[config.mk]
export PLATFORM = sky130hd
export DESIGN_NAME = linear_adrc_speed_loop
export DESIGN_NICKNAME = d
export VERILOG_FILES = /design/src/rtl/core/ladrc_pkg.sv /design/src/rtl/core/ladrc_mul.sv /design/src/rtl/core/ladrc_div.sv /design/src/rtl/core/ladrc_core.sv /design/src/rtl/core/linear_adrc_speed_loop.sv
export SDC_FILE = /design/constraint.sdc
export NUM_CORES = 2
export LEC_CHECK = 0
export ABC_AREA = 0
export BUFFER_PORTS_ARGS = -buffer_cell sky130_fd_sc_hd__buf_2
export CAP_MARGIN = 20
export CORE_MARGIN = 8
export CORE_UTILIZATION = 46
export DETAILED_ROUTE_END_ITERATION = 10
export SLEW_MARGIN = 30
export SYNTH_ARGS = -nofsm -noshare
export SYNTH_HDL_FRONTEND = slang
export SYNTH_HIERARCHICAL = 1
export SYNTH_SLANG_ARGS = --single-unit
[constraint.sdc]
create_clock -name aclk -period 8.3 [get_ports aclk]
set_clock_uncertainty 0.15 [all_clocks]
set_input_delay 1.245 -clock aclk [delete_from_list [all_inputs] [get_ports aclk]]
set_output_delay 1.245 -clock aclk [all_outputs]
set_load 0.05 [all_outputs]
[src/rtl/core/ladrc_pkg.sv]
`timescale 1ns / 1ps
// ----------------------------------------------------------------------------
// ladrc_pkg: shared types and constants of the ADRC speed loop
// Number format, register indexes, the step program of the sequencer and the
// request and response records between the sequencer and its serial units.
// ----------------------------------------------------------------------------
`default_nettype none
package ladrc_pkg;

    localparam int STATE_WIDTH     = 48;
    localparam int FRAC_BITS       = 24;
    localparam int MAG_W           = 2 * STATE_WIDTH;
    localparam int BW_W            = 16;
    localparam int GAIN_W          = 24;
    localparam int COUNT_W         = 16;
    localparam int DUTY_W          = 10;
    localparam int FULL_DUTY_COUNT = 900;
    localparam int CFG_INDEX_W     = 3;
    localparam int CFG_DATA_W      = 24;

    localparam int MUL_DIGIT  = 4;
    localparam int MUL_STEPS  = STATE_WIDTH / MUL_DIGIT;
    localparam int MUL_CNT_W  = $clog2(MUL_STEPS + 1);
    localparam int GAIN_SHIFT = 8;
    localparam int DIV_W      = STATE_WIDTH + GAIN_SHIFT;
    localparam int DIV_CNT_W  = $clog2(DIV_W + 1);
    localparam int DIVISOR_W  = 24;

    localparam logic [STATE_WIDTH-1:0] SMAX = {1'b0, {(STATE_WIDTH-1){1'b1}}};
    localparam logic [STATE_WIDTH-1:0] SMIN = {1'b1, {(STATE_WIDTH-1){1'b0}}};
    localparam logic [STATE_WIDTH-1:0] ONE_Q = STATE_WIDTH'(1) << FRAC_BITS;
    localparam logic [STATE_WIDTH-1:0] HIGH_CLAMP_Q = STATE_WIDTH'(16609444);
    localparam logic [STATE_WIDTH-1:0] LOW_CLAMP_Q  = STATE_WIDTH'(167773);

    localparam int SPEED_MUL = 200;
    localparam logic [DIVISOR_W-1:0] SPEED_DIVISOR = DIVISOR_W'(448 * 30);
    localparam logic [DIVISOR_W-1:0] STEP_DIVISOR  = DIVISOR_W'(100);

    localparam logic [BW_W-1:0]    WC_RESET     = BW_W'(1536);
    localparam logic [BW_W-1:0]    WO_RESET     = BW_W'(7680);
    localparam logic [BW_W-1:0]    V_RESET      = BW_W'(512);
    localparam logic [GAIN_W-1:0]  B0_RESET     = GAIN_W'(91469);
    localparam logic [COUNT_W-1:0] GLITCH_RESET = COUNT_W'(165);

    localparam logic [CFG_INDEX_W-1:0] CFG_IDX_WC     = CFG_INDEX_W'(0);
    localparam logic [CFG_INDEX_W-1:0] CFG_IDX_WO     = CFG_INDEX_W'(1);
    localparam logic [CFG_INDEX_W-1:0] CFG_IDX_V      = CFG_INDEX_W'(2);
    localparam logic [CFG_INDEX_W-1:0] CFG_IDX_B0     = CFG_INDEX_W'(3);
    localparam logic [CFG_INDEX_W-1:0] CFG_IDX_GLITCH = CFG_INDEX_W'(4);

    typedef enum logic [2:0] {
        OP_ADD,
        OP_SUB,
        OP_MUL_FRAC,
        OP_MUL_GAIN,
        OP_DIV_STEP,
        OP_DIV_GAIN,
        OP_SPEED,
        OP_CLAMP
    } op_t;

    typedef enum logic [4:0] {
        SEL_WO, SEL_WC, SEL_V, SEL_B0,
        SEL_Z1, SEL_Z2, SEL_Z3, SEL_LC, SEL_LS,
        SEL_G1, SEL_G2, SEL_G3, SEL_KP, SEL_KD,
        SEL_E, SEL_T0, SEL_T1
    } opnd_t;

    typedef struct packed {
        op_t   op;
        opnd_t a;
        opnd_t b;
        opnd_t dst;
    } step_t;

    typedef enum logic [1:0] {
        S_IDLE,
        S_RUN,
        S_WAIT,
        S_DONE
    } seq_state_t;

    typedef struct packed {
        logic [BW_W-1:0]   wc;
        logic [BW_W-1:0]   wo;
        logic [BW_W-1:0]   v;
        logic [GAIN_W-1:0] b0;
    } cfg_t;

    typedef struct packed {
        logic                   start;
        logic [STATE_WIDTH-1:0] a;
        logic [STATE_WIDTH-1:0] b;
        logic                   gain_shift;
    } mul_req_t;

    typedef struct packed {
        logic                 start;
        logic [DIV_W-1:0]     num;
        logic [DIVISOR_W-1:0] den;
        logic                 neg;
    } div_req_t;

    typedef struct packed {
        logic                   done;
        logic [STATE_WIDTH-1:0] y;
    } unit_rsp_t;

    typedef struct packed {
        logic              idle;
        logic              done;
        logic [DUTY_W-1:0] duty;
    } core_rsp_t;

    localparam int PROG_LEN = 29;
    localparam int PC_W     = $clog2(PROG_LEN);

    function automatic logic [STATE_WIDTH-1:0] mag_of(input logic [STATE_WIDTH-1:0] a);
        logic [STATE_WIDTH-1:0] m;
        m = a[STATE_WIDTH-1] ? (~a) + STATE_WIDTH'(1) : a;
        return m;
    endfunction

    function automatic logic [STATE_WIDTH-1:0] sat_from_mag(input logic [MAG_W-1:0] m,
                                                            input logic neg);
        logic                   over;
        logic [STATE_WIDTH-1:0] r;
        over = (|m[MAG_W-1:STATE_WIDTH])
             | (m[STATE_WIDTH-1] & (~neg | (|m[STATE_WIDTH-2:0])));
        if (over) begin
            r = neg ? SMIN : SMAX;
        end else if (neg) begin
            r = (~m[STATE_WIDTH-1:0]) + STATE_WIDTH'(1);
        end else begin
            r = m[STATE_WIDTH-1:0];
        end
        return r;
    endfunction

    function automatic step_t prog_step(input logic [PC_W-1:0] pc);
        step_t s;
        case (pc)
            PC_W'(0):  s = '{OP_SPEED,    SEL_LS, SEL_LS, SEL_LS};
            PC_W'(1):  s = '{OP_ADD,      SEL_WO, SEL_WO, SEL_G1};
            PC_W'(2):  s = '{OP_ADD,      SEL_G1, SEL_WO, SEL_G1};
            PC_W'(3):  s = '{OP_MUL_FRAC, SEL_G1, SEL_WO, SEL_G2};
            PC_W'(4):  s = '{OP_MUL_FRAC, SEL_WO, SEL_WO, SEL_G3};
            PC_W'(5):  s = '{OP_MUL_FRAC, SEL_G3, SEL_WO, SEL_G3};
            PC_W'(6):  s = '{OP_MUL_FRAC, SEL_WC, SEL_WC, SEL_KP};
            PC_W'(7):  s = '{OP_ADD,      SEL_WC, SEL_WC, SEL_KD};
            PC_W'(8):  s = '{OP_SUB,      SEL_Z1, SEL_LS, SEL_E};
            PC_W'(9):  s = '{OP_MUL_FRAC, SEL_G1, SEL_E,  SEL_T0};
            PC_W'(10): s = '{OP_SUB,      SEL_Z2, SEL_T0, SEL_T0};
            PC_W'(11): s = '{OP_DIV_STEP, SEL_T0, SEL_T0, SEL_T0};
            PC_W'(12): s = '{OP_ADD,      SEL_Z1, SEL_T0, SEL_Z1};
            PC_W'(13): s = '{OP_MUL_FRAC, SEL_G2, SEL_E,  SEL_T0};
            PC_W'(14): s = '{OP_SUB,      SEL_Z3, SEL_T0, SEL_T0};
            PC_W'(15): s = '{OP_MUL_GAIN, SEL_B0, SEL_LC, SEL_T1};
            PC_W'(16): s = '{OP_ADD,      SEL_T0, SEL_T1, SEL_T0};
            PC_W'(17): s = '{OP_DIV_STEP, SEL_T0, SEL_T0, SEL_T0};
            PC_W'(18): s = '{OP_MUL_FRAC, SEL_G3, SEL_E,  SEL_T1};
            PC_W'(19): s = '{OP_DIV_STEP, SEL_T1, SEL_T1, SEL_T1};
            PC_W'(20): s = '{OP_SUB,      SEL_Z3, SEL_T1, SEL_Z3};
            PC_W'(21): s = '{OP_ADD,      SEL_Z2, SEL_T0, SEL_Z2};
            PC_W'(22): s = '{OP_SUB,      SEL_V,  SEL_Z1, SEL_T0};
            PC_W'(23): s = '{OP_MUL_FRAC, SEL_KP, SEL_T0, SEL_T0};
            PC_W'(24): s = '{OP_MUL_FRAC, SEL_KD, SEL_Z2, SEL_T1};
            PC_W'(25): s = '{OP_SUB,      SEL_T0, SEL_T1, SEL_T0};
            PC_W'(26): s = '{OP_SUB,      SEL_T0, SEL_Z3, SEL_T0};
            PC_W'(27): s = '{OP_DIV_GAIN, SEL_T0, SEL_T0, SEL_T0};
            default:   s = '{OP_CLAMP,    SEL_T0, SEL_T0, SEL_LC};
        endcase
        return s;
    endfunction

endpackage
`default_nettype wire

[src/rtl/core/ladrc_mul.sv]
`timescale 1ns / 1ps
// ----------------------------------------------------------------------------
// ladrc_mul: digit-serial signed fixed-point multiplier
// Shift-add over magnitudes, four multiplier bits per cycle, then a right
// shift by the fraction or gain width with saturation and sign restore.
// ----------------------------------------------------------------------------
`default_nettype none
module ladrc_mul import ladrc_pkg::*; (
    input  wire logic      aclk,
    input  wire logic      aresetn,
    input  wire mul_req_t  req,
    output unit_rsp_t      rsp
);

    localparam int SUM_W = STATE_WIDTH + MUL_DIGIT;

    logic [STATE_WIDTH-1:0] mcand_reg, mcand_next;
    logic [MAG_W-1:0]       prod_reg, prod_next;
    logic [MUL_CNT_W-1:0]   cnt_reg, cnt_next;
    logic                   busy_reg, busy_next;
    logic                   done_reg, done_next;
    logic                   neg_reg, neg_next;
    logic                   gain_reg, gain_next;
    logic [STATE_WIDTH-1:0] y_reg, y_next;
    logic [SUM_W-1:0]       part_sum;
    logic [MAG_W-1:0]       shifted;

    always_ff @(posedge aclk) begin
        if (!aresetn) begin
            busy_reg <= 1'b0;
            done_reg <= 1'b0;
        end else begin
            busy_reg <= busy_next;
            done_reg <= done_next;
        end
        mcand_reg <= mcand_next;
        prod_reg  <= prod_next;
        cnt_reg   <= cnt_next;
        neg_reg   <= neg_next;
        gain_reg  <= gain_next;
        y_reg     <= y_next;
    end

    always_comb begin
        mcand_next = mcand_reg;
        prod_next  = prod_reg;
        cnt_next   = cnt_reg;
        busy_next  = busy_reg;
        done_next  = 1'b0;
        neg_next   = neg_reg;
        gain_next  = gain_reg;
        y_next     = y_reg;
        part_sum   = SUM_W'(prod_reg[MAG_W-1:STATE_WIDTH])
                   + SUM_W'(mcand_reg) * SUM_W'(prod_reg[MUL_DIGIT-1:0]);
        shifted    = gain_reg ? (prod_reg >> GAIN_SHIFT) : (prod_reg >> FRAC_BITS);
        if (req.start) begin
            mcand_next = mag_of(req.a);
            prod_next  = {{STATE_WIDTH{1'b0}}, mag_of(req.b)};
            cnt_next   = '0;
            busy_next  = 1'b1;
            neg_next   = req.a[STATE_WIDTH-1] ^ req.b[STATE_WIDTH-1];
            gain_next  = req.gain_shift;
        end else if (busy_reg) begin
            if (cnt_reg == MUL_CNT_W'(MUL_STEPS)) begin
                y_next    = sat_from_mag(shifted, neg_reg);
                done_next = 1'b1;
                busy_next = 1'b0;
            end else begin
                prod_next = {part_sum, prod_reg[STATE_WIDTH-1:MUL_DIGIT]};
                cnt_next  = cnt_reg + MUL_CNT_W'(1);
            end
        end
    end

    assign rsp.done = done_reg;
    assign rsp.y    = y_reg;

endmodule
`default_nettype wire

[src/rtl/core/ladrc_div.sv]
`timescale 1ns / 1ps
// ----------------------------------------------------------------------------
// ladrc_div: bit-serial restoring divider
// One quotient bit per cycle over the dividend magnitude, then saturation
// to the state width and sign restore.
// ----------------------------------------------------------------------------
`default_nettype none
module ladrc_div import ladrc_pkg::*; (
    input  wire logic      aclk,
    input  wire logic      aresetn,
    input  wire div_req_t  req,
    output unit_rsp_t      rsp
);

    logic [DIVISOR_W-1:0]   rem_reg, rem_next;
    logic [DIV_W-1:0]       quo_reg, quo_next;
    logic [DIVISOR_W-1:0]   den_reg, den_next;
    logic [DIV_CNT_W-1:0]   cnt_reg, cnt_next;
    logic                   busy_reg, busy_next;
    logic                   done_reg, done_next;
    logic                   neg_reg, neg_next;
    logic [STATE_WIDTH-1:0] y_reg, y_next;
    logic [DIVISOR_W:0]     trial;
    logic [DIVISOR_W:0]     diff;
    logic                   fits;

    always_ff @(posedge aclk) begin
        if (!aresetn) begin
            busy_reg <= 1'b0;
            done_reg <= 1'b0;
        end else begin
            busy_reg <= busy_next;
            done_reg <= done_next;
        end
        rem_reg <= rem_next;
        quo_reg <= quo_next;
        den_reg <= den_next;
        cnt_reg <= cnt_next;
        neg_reg <= neg_next;
        y_reg   <= y_next;
    end

    always_comb begin
        rem_next  = rem_reg;
        quo_next  = quo_reg;
        den_next  = den_reg;
        cnt_next  = cnt_reg;
        busy_next = busy_reg;
        done_next = 1'b0;
        neg_next  = neg_reg;
        y_next    = y_reg;
        trial     = {rem_reg, quo_reg[DIV_W-1]};
        fits      = trial >= {1'b0, den_reg};
        diff      = trial - {1'b0, den_reg};
        if (req.start) begin
            rem_next  = '0;
            quo_next  = req.num;
            den_next  = req.den;
            cnt_next  = '0;
            busy_next = 1'b1;
            neg_next  = req.neg;
        end else if (busy_reg) begin
            if (cnt_reg == DIV_CNT_W'(DIV_W)) begin
                y_next    = sat_from_mag(MAG_W'(quo_reg), neg_reg);
                done_next = 1'b1;
                busy_next = 1'b0;
            end else begin
                rem_next = fits ? diff[DIVISOR_W-1:0] : trial[DIVISOR_W-1:0];
                quo_next = {quo_reg[DIV_W-2:0], fits};
                cnt_next = cnt_reg + DIV_CNT_W'(1);
            end
        end
    end

    assign rsp.done = done_reg;
    assign rsp.y    = y_reg;

endmodule
`default_nettype wire

[src/rtl/core/ladrc_core.sv]
`timescale 1ns / 1ps
// ----------------------------------------------------------------------------
// ladrc_core: step sequencer and value registers of the ADRC loop
// Walks the step program, drives the serial multiplier and divider, does the
// saturating add/subtract and the final clamp and duty conversion.
// ----------------------------------------------------------------------------
`default_nettype none
module ladrc_core import ladrc_pkg::*; (
    input  wire logic               aclk,
    input  wire logic               aresetn,
    input  wire cfg_t               cfg,
    input  wire logic               start,
    input  wire logic [COUNT_W-1:0] count,
    input  wire logic               rejected,
    input  wire logic               ack,
    output core_rsp_t               rsp
);

    localparam int SPD_W     = COUNT_W + 8;
    localparam int DUTY_PR_W = FRAC_BITS + 1 + DUTY_W;

    seq_state_t             state_reg, state_next;
    logic [PC_W-1:0]        pc_reg, pc_next;
    logic [COUNT_W-1:0]     count_reg, count_next;
    logic                   rej_reg, rej_next;
    logic [DUTY_W-1:0]      duty_reg, duty_next;

    logic [STATE_WIDTH-1:0] z1_reg, z1_next, z2_reg, z2_next, z3_reg, z3_next;
    logic [STATE_WIDTH-1:0] lc_reg, lc_next, ls_reg, ls_next;
    logic [STATE_WIDTH-1:0] g1_reg, g1_next, g2_reg, g2_next, g3_reg, g3_next;
    logic [STATE_WIDTH-1:0] kp_reg, kp_next, kd_reg, kd_next, e_reg, e_next;
    logic [STATE_WIDTH-1:0] t0_reg, t0_next, t1_reg, t1_next;

    step_t                  step;
    logic [STATE_WIDTH-1:0] opa, opb, addend, clamped, wr_data;
    logic [STATE_WIDTH:0]   sum;
    logic [STATE_WIDTH-1:0] alu_sum;
    logic                   wr_en;
    logic [GAIN_W-1:0]      b0_eff;
    logic [SPD_W-1:0]       spd_prod;
    logic [DUTY_PR_W-1:0]   duty_prod;
    mul_req_t               mul_req;
    div_req_t               div_req;
    unit_rsp_t              mul_rsp, div_rsp;

    ladrc_mul u_mul (
        .aclk    (aclk),
        .aresetn (aresetn),
        .req     (mul_req),
        .rsp     (mul_rsp)
    );

    ladrc_div u_div (
        .aclk    (aclk),
        .aresetn (aresetn),
        .req     (div_req),
        .rsp     (div_rsp)
    );

    always_ff @(posedge aclk) begin
        if (!aresetn) begin
            state_reg <= S_IDLE;
            z1_reg    <= '0;
            z2_reg    <= '0;
            z3_reg    <= '0;
            lc_reg    <= '0;
            ls_reg    <= '0;
        end else begin
            state_reg <= state_next;
            z1_reg    <= z1_next;
            z2_reg    <= z2_next;
            z3_reg    <= z3_next;
            lc_reg    <= lc_next;
            ls_reg    <= ls_next;
        end
        pc_reg    <= pc_next;
        count_reg <= count_next;
        rej_reg   <= rej_next;
        duty_reg  <= duty_next;
        g1_reg    <= g1_next;
        g2_reg    <= g2_next;
        g3_reg    <= g3_next;
        kp_reg    <= kp_next;
        kd_reg    <= kd_next;
        e_reg     <= e_next;
        t0_reg    <= t0_next;
        t1_reg    <= t1_next;
    end

    assign step   = prog_step(pc_reg);
    assign b0_eff = (cfg.b0 == '0) ? GAIN_W'(1) : cfg.b0;

    always_comb begin
        case (step.a)
            SEL_WO:  opa = STATE_WIDTH'({cfg.wo, 16'h0000});
            SEL_WC:  opa = STATE_WIDTH'({cfg.wc, 16'h0000});
            SEL_V:   opa = STATE_WIDTH'({cfg.v, 16'h0000});
            SEL_B0:  opa = STATE_WIDTH'(b0_eff);
            SEL_Z1:  opa = z1_reg;
            SEL_Z2:  opa = z2_reg;
            SEL_Z3:  opa = z3_reg;
            SEL_LC:  opa = lc_reg;
            SEL_LS:  opa = ls_reg;
            SEL_G1:  opa = g1_reg;
            SEL_G2:  opa = g2_reg;
            SEL_G3:  opa = g3_reg;
            SEL_KP:  opa = kp_reg;
            SEL_KD:  opa = kd_reg;
            SEL_E:   opa = e_reg;
            SEL_T0:  opa = t0_reg;
            SEL_T1:  opa = t1_reg;
            default: opa = '0;
        endcase
    end

    always_comb begin
        case (step.b)
            SEL_WO:  opb = STATE_WIDTH'({cfg.wo, 16'h0000});
            SEL_WC:  opb = STATE_WIDTH'({cfg.wc, 16'h0000});
            SEL_V:   opb = STATE_WIDTH'({cfg.v, 16'h0000});
            SEL_B0:  opb = STATE_WIDTH'(b0_eff);
            SEL_Z1:  opb = z1_reg;
            SEL_Z2:  opb = z2_reg;
            SEL_Z3:  opb = z3_reg;
            SEL_LC:  opb = lc_reg;
            SEL_LS:  opb = ls_reg;
            SEL_G1:  opb = g1_reg;
            SEL_G2:  opb = g2_reg;
            SEL_G3:  opb = g3_reg;
            SEL_KP:  opb = kp_reg;
            SEL_KD:  opb = kd_reg;
            SEL_E:   opb = e_reg;
            SEL_T0:  opb = t0_reg;
            SEL_T1:  opb = t1_reg;
            default: opb = '0;
        endcase
    end

    // saturating add and subtract; negating the most negative value gives the most positive
    always_comb begin
        if (step.op == OP_SUB) begin
            addend = (opb == SMIN) ? SMAX : (~opb) + STATE_WIDTH'(1);
        end else begin
            addend = opb;
        end
        sum = {opa[STATE_WIDTH-1], opa} + {addend[STATE_WIDTH-1], addend};
        if (sum[STATE_WIDTH] != sum[STATE_WIDTH-1]) begin
            alu_sum = sum[STATE_WIDTH] ? SMIN : SMAX;
        end else begin
            alu_sum = sum[STATE_WIDTH-1:0];
        end
    end

    always_comb begin
        if ($signed(opa) > $signed(ONE_Q)) begin
            clamped = HIGH_CLAMP_Q;
        end else if (opa[STATE_WIDTH-1]) begin
            clamped = LOW_CLAMP_Q;
        end else begin
            clamped = opa;
        end
        duty_prod = DUTY_PR_W'(clamped[FRAC_BITS:0]) * DUTY_PR_W'(FULL_DUTY_COUNT);
        spd_prod  = SPD_W'(count_reg) * SPD_W'(SPEED_MUL);
    end

    always_comb begin
        mul_req.start      = 1'b0;
        mul_req.a          = opa;
        mul_req.b          = opb;
        mul_req.gain_shift = (step.op == OP_MUL_GAIN);
        div_req.start      = 1'b0;
        case (step.op)
            OP_SPEED: begin
                div_req.num = {{GAIN_SHIFT{1'b0}}, STATE_WIDTH'(spd_prod) << FRAC_BITS};
                div_req.den = SPEED_DIVISOR;
                div_req.neg = 1'b0;
            end
            OP_DIV_GAIN: begin
                div_req.num = {mag_of(opa), {GAIN_SHIFT{1'b0}}};
                div_req.den = DIVISOR_W'(b0_eff);
                div_req.neg = opa[STATE_WIDTH-1];
            end
            default: begin
                div_req.num = {{GAIN_SHIFT{1'b0}}, mag_of(opa)};
                div_req.den = STEP_DIVISOR;
                div_req.neg = opa[STATE_WIDTH-1];
            end
        endcase

        state_next = state_reg;
        pc_next    = pc_reg;
        count_next = count_reg;
        rej_next   = rej_reg;
        duty_next  = duty_reg;
        wr_en      = 1'b0;
        wr_data    = alu_sum;
        case (state_reg)
            S_IDLE: begin
                if (start) begin
                    count_next = count;
                    rej_next   = rejected;
                    pc_next    = '0;
                    state_next = S_RUN;
                end
            end
            S_RUN: begin
                case (step.op)
                    OP_ADD, OP_SUB: begin
                        wr_en   = 1'b1;
                        pc_next = pc_reg + PC_W'(1);
                    end
                    OP_MUL_FRAC, OP_MUL_GAIN: begin
                        mul_req.start = 1'b1;
                        state_next    = S_WAIT;
                    end
                    OP_SPEED: begin
                        if (rej_reg) begin
                            pc_next = pc_reg + PC_W'(1);
                        end else begin
                            div_req.start = 1'b1;
                            state_next    = S_WAIT;
                        end
                    end
                    OP_DIV_STEP, OP_DIV_GAIN: begin
                        div_req.start = 1'b1;
                        state_next    = S_WAIT;
                    end
                    OP_CLAMP: begin
                        wr_en      = 1'b1;
                        wr_data    = clamped;
                        duty_next  = duty_prod[FRAC_BITS+DUTY_W-1:FRAC_BITS];
                        state_next = S_DONE;
                    end
                    default: state_next = S_IDLE;
                endcase
            end
            S_WAIT: begin
                if (mul_rsp.done || div_rsp.done) begin
                    wr_en      = 1'b1;
                    wr_data    = mul_rsp.done ? mul_rsp.y : div_rsp.y;
                    pc_next    = pc_reg + PC_W'(1);
                    state_next = S_RUN;
                end
            end
            S_DONE: begin
                if (ack) begin
                    state_next = S_IDLE;
                end
            end
            default: state_next = S_IDLE;
        endcase
    end

    always_comb begin
        z1_next = z1_reg;
        z2_next = z2_reg;
        z3_next = z3_reg;
        lc_next = lc_reg;
        ls_next = ls_reg;
        g1_next = g1_reg;
        g2_next = g2_reg;
        g3_next = g3_reg;
        kp_next = kp_reg;
        kd_next = kd_reg;
        e_next  = e_reg;
        t0_next = t0_reg;
        t1_next = t1_reg;
        if (wr_en) begin
            case (step.dst)
                SEL_Z1:  z1_next = wr_data;
                SEL_Z2:  z2_next = wr_data;
                SEL_Z3:  z3_next = wr_data;
                SEL_LC:  lc_next = wr_data;
                SEL_LS:  ls_next = wr_data;
                SEL_G1:  g1_next = wr_data;
                SEL_G2:  g2_next = wr_data;
                SEL_G3:  g3_next = wr_data;
                SEL_KP:  kp_next = wr_data;
                SEL_KD:  kd_next = wr_data;
                SEL_E:   e_next  = wr_data;
                SEL_T0:  t0_next = wr_data;
                SEL_T1:  t1_next = wr_data;
                default: ;
            endcase
        end
    end

    assign rsp.idle = (state_reg == S_IDLE);
    assign rsp.done = (state_reg == S_DONE);
    assign rsp.duty = duty_reg;

endmodule
`default_nettype wire

[src/rtl/core/linear_adrc_speed_loop.sv]
`timescale 1ns / 1ps
// ----------------------------------------------------------------------------
// linear_adrc_speed_loop: ADRC speed loop with third-order observer
// Each input item runs the step program: five divides on the bit-serial divider
//   (four when the count is rejected) and ten multiplies on the 4-bit digit
//   multiplier. Items are taken one at a time, only while the core is idle; the
//   next item is taken while a result still waits on the output. Reset:
//   synchronous, active low; observer state, last control and last speed clear
//   to zero, registers take their defaults.
// ----------------------------------------------------------------------------
`default_nettype none
module linear_adrc_speed_loop import ladrc_pkg::*; (
    input  wire logic                   aclk,
    input  wire logic                   aresetn,
    input  wire logic                   s_valid,
    output logic                        s_ready,
    input  wire logic [COUNT_W-1:0]     s_pulse_count,
    output logic                        m_valid,
    input  wire logic                   m_ready,
    output logic [DUTY_W-1:0]           m_duty_cmp,
    output logic                        m_sample_rejected,
    input  wire logic                   cfg_valid,
    output logic                        cfg_ready,
    input  wire logic [CFG_INDEX_W-1:0] cfg_index,
    input  wire logic [CFG_DATA_W-1:0]  cfg_data
);

    logic [BW_W-1:0]    wc_reg, wo_reg, v_reg;
    logic [GAIN_W-1:0]  b0_reg;
    logic [COUNT_W-1:0] glitch_reg;
    logic               rej_reg, rej_next;
    logic               m_valid_reg, m_valid_next;
    logic [DUTY_W-1:0]  duty_reg, duty_next;
    logic               m_rej_reg, m_rej_next;
    logic               start;
    logic               ack;
    logic               rejected;
    cfg_t               cfg;
    core_rsp_t          core_rsp;

    assign cfg.wc = wc_reg;
    assign cfg.wo = wo_reg;
    assign cfg.v  = v_reg;
    assign cfg.b0 = b0_reg;

    ladrc_core u_core (
        .aclk     (aclk),
        .aresetn  (aresetn),
        .cfg      (cfg),
        .start    (start),
        .count    (s_pulse_count),
        .rejected (rejected),
        .ack      (ack),
        .rsp      (core_rsp)
    );

    always_ff @(posedge aclk) begin
        if (!aresetn) begin
            wc_reg     <= WC_RESET;
            wo_reg     <= WO_RESET;
            v_reg      <= V_RESET;
            b0_reg     <= B0_RESET;
            glitch_reg <= GLITCH_RESET;
        end else if (cfg_valid && cfg_ready) begin
            if (cfg_index == CFG_IDX_WC) begin
                wc_reg <= cfg_data[BW_W-1:0];
            end
            if (cfg_index == CFG_IDX_WO) begin
                wo_reg <= cfg_data[BW_W-1:0];
            end
            if (cfg_index == CFG_IDX_V) begin
                v_reg <= cfg_data[BW_W-1:0];
            end
            if (cfg_index == CFG_IDX_B0) begin
                b0_reg <= cfg_data[GAIN_W-1:0];
            end
            if (cfg_index == CFG_IDX_GLITCH) begin
                glitch_reg <= cfg_data[COUNT_W-1:0];
            end
        end
    end

    always_ff @(posedge aclk) begin
        if (!aresetn) begin
            m_valid_reg <= 1'b0;
        end else begin
            m_valid_reg <= m_valid_next;
        end
        rej_reg   <= rej_next;
        duty_reg  <= duty_next;
        m_rej_reg <= m_rej_next;
    end

    always_comb begin
        rejected     = s_pulse_count >= glitch_reg;
        start        = s_valid && core_rsp.idle;
        ack          = core_rsp.done && (!m_valid_reg || m_ready);
        rej_next     = start ? rejected : rej_reg;
        m_valid_next = m_valid_reg;
        duty_next    = duty_reg;
        m_rej_next   = m_rej_reg;
        if (ack) begin
            m_valid_next = 1'b1;
            duty_next    = core_rsp.duty;
            m_rej_next   = rej_reg;
        end else if (m_ready) begin
            m_valid_next = 1'b0;
        end
    end

    assign s_ready           = core_rsp.idle;
    assign cfg_ready         = 1'b1;
    assign m_valid           = m_valid_reg;
    assign m_duty_cmp        = duty_reg;
    assign m_sample_rejected = m_rej_reg;

endmodule
`default_nettype wire

# Word-level counts from Yosys, hierarchy flattened
# Memory sizes are Yosys's and may differ from the RTL's. A register that Yosys moved wholly into a read port is not among the register bits.
# Index checks and enable logic that the tools add are counted.
totals:
  wordCells: 267
  rom_bits: 576
  reg_bits: 1120
  output_inout_bits: 14
  n_memories: 1
memory_table:
  columns: ["memory", "words", "width", "read_ports", "rd_clocked_by_memory_dff", "write_ports", "line_no", "text"]
  rows:
  - ["(name not given)", 32, 18, 1, 1, 0, "ladrc_pkg.sv:142", "case (pc)"]
classes:
  n_reduce_logical: 54
  multipliers: 3
  n_addsub: 10
  n_bitwise: 20
  n_eq_ne: 72
  order_cmp: 3
  mux: 60
ops:
  columns: ["op", "n"]
  rows:
  - ["48-bit one-hot mux with 17 select lines", 2]
  - ["48-bit two-way mux", 19]
  - ["48-bit by 1-bit adder with 48-bit output, second input constant", 4]
  - ["48-bit inverter", 4]
  - ["56-bit two-way mux", 3]
  - ["81-bit one-hot mux with 2 select lines", 1]
  - ["5-bit by 4-bit equality test with 1-bit output, second input constant", 24]
  - ["48-bit one-hot mux with 2 select lines", 1]
  - ["47-bit OR reduction", 2]
  - ["88-bit two-way mux", 1]
  - ["5-bit by 3-bit equality test with 1-bit output, second input constant", 12]
  - ["48-bit by 52-bit adder with 52-bit output", 1]
  - ["48-bit by 4-bit multiplier with 52-bit output", 1]
  - ["48-bit by 48-bit adder with 49-bit output", 1]
  - ["48-bit equality test, second input constant", 1]
  - ["48-bit by 26-bit > comparator with 1-bit output, second input constant", 1]
  - ["24-bit two-way mux", 2]
  - ["2-bit AND reduction", 24]
  - ["48-bit OR reduction", 1]
  - ["47-bit two-way mux", 1]
  - ["25-bit by 8-bit multiplier with 32-bit output, second input constant", 1]
  - ["25-bit by 24-bit greater-or-equal comparator with 1-bit output", 1]
  - ["24-bit logical NOT", 1]
  - ["24-bit subtractor", 1]
  - ["47 further kinds", 112]

# Logic depth before layout (Yosys ltp)
logic_depth:
  word_depth: 12
  depth_mapped: 42
  mapped_depth_nobuf: 33

# By module
# The synthesis kept the hierarchy.
by_module_without_submodules:
  columns: ["mod", "n_inst", "cells_each", "area_each_um2"]
  rows:
  - ["ladrc_core", 1, 4681, 43763.2]
  - ["ladrc_mul", 1, 2165, 18928.2]
  - ["ladrc_div", 1, 850, 8735.9]
  - ["linear_adrc_speed_loop", 1, 464, 4187.8]

# Least setup slack after synthesis
# Ideal clock, no wire load.
synth_path:
  kind: "register to register"
  from: "register u_core/step[14] (netlist name)"
  to: "register u_core.duty_reg[9], data pin"
  path_stages_with_launch: 40
  path_buffers: 8
  t_arrival_ns: 8.086
  setup_slack_ns: -0.196
  t_required_ns: 7.890
  period_less_slack_ns: 8.496
  path_cell_list: "dfxtp_1 -> buf_4 -> nor3_1 -> buf_2 -> and2_1 -> buf_2 -> buf_6 -> buf_6 -> buf_2 -> a222oi_1 -> nand3_1 -> or3_1 -> buf_2 -> inv_1 -> ha_1 -> nand2_1 -> nor4_4 -> nand3_4 -> [... 4 more ...] -> inv_1 -> fa_1 -> ha_1 -> inv_1 -> fa_1 -> inv_1 -> ha_1 -> ha_1 -> nor4b_1 -> o41ai_1 -> o31ai_1 -> nand3b_1 -> nor2b_1 -> o21ai_0 -> o211ai_1 -> a31o_2 -> a21oi_1 -> xnor2_1"
synth_lines:
  columns: ["element", "line_no", "text"]
  rows:
  - ["end signal, assigned", "ladrc_core.sv:79", "duty_reg <= duty_next;"]
  - ["end, declared", "ladrc_core.sv:26", "logic [DUTY_W-1:0] duty_reg, duty_next;"]

# Worst setup path in the final report
layout_path:
  from: "register u_core/step[14] (netlist name)"
  to: "register u_core.duty_reg[2], data pin"
layout_via:
  elab_chain_cells: 5
  elab_cells_between_ends: 22
  classes_between: "mul (1); order compare (1); eq/ne (16); mux (3); reduce/logical (1)"
layout_rtl:
  columns: ["element", "line_no", "text"]
  rows:
  - ["5-bit equality test, or another cell as far along", "ladrc_core.sv:94", "case (step.a)"]
  - ["48-bit one-hot mux with 17 select lines *", "ladrc_core.sv:94", null]
  - ["48-bit by 26-bit > comparator with 1-bit output / 47-bit two-way mux (equally long branches)", "ladrc_core.sv:155, ladrc_core.sv:157", null]
  - ["48-bit two-way mux *", "ladrc_core.sv:155", "if ($signed(opa) > $signed(ONE_Q)) begin"]
  - ["25-bit by 8-bit multiplier with 32-bit output *", "ladrc_core.sv:162", "duty_prod = DUTY_PR_W'(clamped[FRAC_BITS:0]) * DUTY_PR_W'(FULL_DUTY_COUNT);"]
  - ["net u_core.duty_prod[26]", "ladrc_core.sv:41", "logic [DUTY_PR_W-1:0] duty_prod;"]
# Mark *: on every way through the listed nets, which the timed path passes. The rest lies on a longest branch.
# A chain may end at the register's enable or synchronous reset.

==> metrics.md <==
| Metric | Value |
|---|---|
| Worst Path Required | `8690 ps` |
| Delay-heaviest family, CP | `simple AND/OR/NAND/NOR gates` |
| Clk root buf | `clkbuf_16` |
| Final Setup Violations | `0` |
| Core Area | `164000 um2` |
| Setup TNS | `0 ps` |
| EDFF count, synth | `703` |
| IO buf count | `60` |
| Min-Delay Path Depth | `0` |
| Worst Path Arrival | `8540 ps` |
| Sink Count | `1138` |
| Most used cell, CP | `a21o_1` |
| 1st-iter DRT viols | `10.5k` |
| Commonest non-fill, non-tap cell in the layout | `buf_4` |
| Vert. Die Dim | `421 um` |
| Die Wd | `421 um` |
| Placer Congestion | `1.09` |
| Largest net degree at the start of global routing | `190` |
| Routing usage on met1 | `47.8%` |
| Final hold vios | `0` |
| WL/cell | `31.8 um` |
| Setup Crit Path Kind | `reg -> reg` |
| R2R cell count | `33` |
| Global-route wire length before repair | `497 mm` |
| Max reg flops | `96` |
| Post-synthesis area per instance | `9.27 um2` |
| Via count | `72.2k` |
| CP Capture Type | `flip-flop` |
| Die area | `178000 um2` |
| Drt total wl | `352 mm` |
| Max Cap Viol | `0` |
| Buf/Inv on CP | `7` |
| Ys async rst share | `0%` |
| Worst-path clk slew | `60 ps` |
| Synth warn | `6` |
| Crit Path Max Fanout | `12` |
| Post-route ant nets | `0` |
| Min-Delay Endpoint | `m_duty_cmp[1]` |
| #FFs+latches synth | `1138` |
| Fill count | `14.9k` |
| Reg area | `29800 um2` |
| Clk_lat worst skew | `830 ps` |
| Slowest stage cell on the critical path | `or4_4` |
| Worst min-delay path class | `reg -> reg` |
| Slew headroom | `22.9%` |
| DR pass1 iterations | `9` |
| Min Hold Slack | `271 ps` |
| Final Max Slew Viols | `0` |
| Met2 usage | `56.6%` |
| Met3 Use GR | `10.8%` |
| Critical Path Source Type | `flip-flop` |
| Worst slew pin tran | `1150 ps` |
| Most frequent cells in the layout | `buf_4, edfxtp_1, nand2_1` |
| TritonCTS buffer count | `135` |
| Hold path start | `u_core/duty_reg[1]` |
| Total GRT Usage | `37.8%` |
| Critical path's largest stage delay | `660 ps` |
| Area of the multi-input gates | `42300 um2` |
| Number of placement rows | `149` |
| Initial Util | `46.1%` |
| Minimum clock period | `8150 ps` |
| Outcome | `finished clean` |
| Number of global-route vias before repair | `68.2k` |
| Hold buffers post-CTS | `0` |
| Syn nets | `8708` |
| Area Overhead vs Synth | `18.8%` |
| Initial antenna violation count | `16` |
| GRT busiest layer | `met2` |
| RR Endpoint | `u_core/duty_reg[2]` |
| Final nets | `9304` |
| Share of layout cells above drive strength 1 | `18.6%` |
| Clock tree buffer depth | `3` |
| Htree depth | `4` |
| DRC | `0` |
| Hpwl dp | `265 mm` |
| FF-to-FF Start | `u_core/step[14]` |
| Fin crit share | `98.1%` |
| Vias per cell | `6.52` |
| Total grt overflow | `0` |
| Syn Std Cell Area | `75600 um2` |
| Mapped Cells | `8160` |
| Ys flop type | `edfxtp_1` |
| TritonCTS clock tree | `built` |
| R2R setup slack | `150 ps` |
| I/O Pins | `62` |
| Synth cell types | `117` |
| Register area share after synthesis | `39.4%` |
| Maximum clock rate | `123 MHz` |
## cell type report
cell class	count	area share (%)
inverter	567	2.37
timing repair buffer	999	9.09
multi-input combinational	5915	47.1
antenna	5	0.0139
clock buffer	173	4.07
clock inverter	78	1.11
sequential	1138	33.2
tap	2189	3.05
## through the flow
stage	cell area (um2)	util, %	instances	setup slack [ps]
6_report	89800	54.7	11100	154
5_1_grt	89800	54.7	11100	-43.6
4_1_cts	88900	54.2	11000	0.532
3_5_place_dp	84000	51.2	10800	-920
3_3_place_gp	83900	51.1	10800	-918
2_1_floorplan	75600	-	8160	-58.3
## layer usage
layer  wire (um)  vias to the layer above
li1            -                    31300
met1      135000                    35000
met2      149000                     4699
met3       40200                     1187
met4       29000                       10
met5          55                        -
## synthesized netlist by cell type, types with 27 or more instances
| library cell | count | share of area (%) |
|---|---|---|
| edfxtp_1 | 703 | 28 |
| nand2_1 | 701 | 3.5 |
| inv_1 | 562 | 2.8 |
| o21ai_0 | 517 | 3.4 |
| a21oi_1 | 501 | 3.3 |
| dfxtp_1 | 435 | 12 |
| nor2_1 | 431 | 2.1 |
| a22oi_1 | 399 | 4.0 |
| clkbuf_1 | 360 | 1.8 |
| nand3_1 | 349 | 2.3 |
| ha_1 | 315 | 5.2 |
| and2_1 | 247 | 2.0 |
| fa_1 | 185 | 4.9 |
| xnor2_1 | 167 | 1.9 |
| a31oi_1 | 161 | 1.3 |
| and3_1 | 152 | 1.3 |
| nand4_1 | 137 | 1.1 |
| xor2_1 | 119 | 1.4 |
| nor3_1 | 107 | 0.71 |
| buf_2 | 98 | 0.65 |
| mux2i_1 | 95 | 1.3 |
| mux2_2 | 86 | 1.3 |
| a21o_1 | 85 | 0.84 |
| nor4_1 | 79 | 0.65 |
| or3_1 | 71 | 0.59 |
| a211oi_1 | 58 | 0.58 |
| a22o_1 | 54 | 0.63 |
| o31ai_1 | 50 | 0.50 |
| a21boi_0 | 47 | 0.47 |
| o22ai_1 | 43 | 0.36 |
| nor2b_1 | 40 | 0.33 |
| buf_1 | 37 | 0.18 |
| a222oi_1 | 34 | 0.45 |
| o21bai_1 | 31 | 0.31 |
| or2_2 | 31 | 0.26 |
| nand2b_1 | 28 | 0.23 |
| a21boi_1 | 27 | 0.27 |
| a221oi_1 | 27 | 0.31 |
| a32oi_1 | 27 | 0.31 |
| nor3b_1 | 27 | 0.27 |
## how the worst max path moves through the flow
stage | slack [ps] | start | cells after the start | to
after floorplan | -60 | u_core/step[9] | 34 | u_core/e_reg[6]
after global placement | -920 | u_core/step[11] | 31 | u_core/duty_reg[8]
after detailed placement | -920 | u_core/step[11] | 31 | u_core/duty_reg[9]
after CTS | 0.5 | u_core/step[11] | 32 | u_core/duty_reg[9]
after global routing | -40 | u_core/step[12] | 33 | u_core/duty_reg[8]
final | 150 | u_core/step[14] | 33 | u_core/duty_reg[2]
## timing repair
item,in CTS,in global routing
cloned,1,1
resized for setup,43,113
endpoints found under the hold margin,0,0
buffers inserted,10,32
pin swaps,12,44
endpoints found under the setup margin,411,618
## logic make-up after synthesis
family,after synthesis,share of synthesized area (%)
simple gates,2571,17.6
compound gates,2375,20.9
flops,1138,39.4
buf+inv,1108,6.03
fa+ha+maj,500,10.1
xor+xnor,286,3.31
mux,181,2.54
other cells,1,0.00496
Power is left out: the tool's default activity adds up to more than one toggle a clock period on the data nets, which glitch-free logic cannot reach.
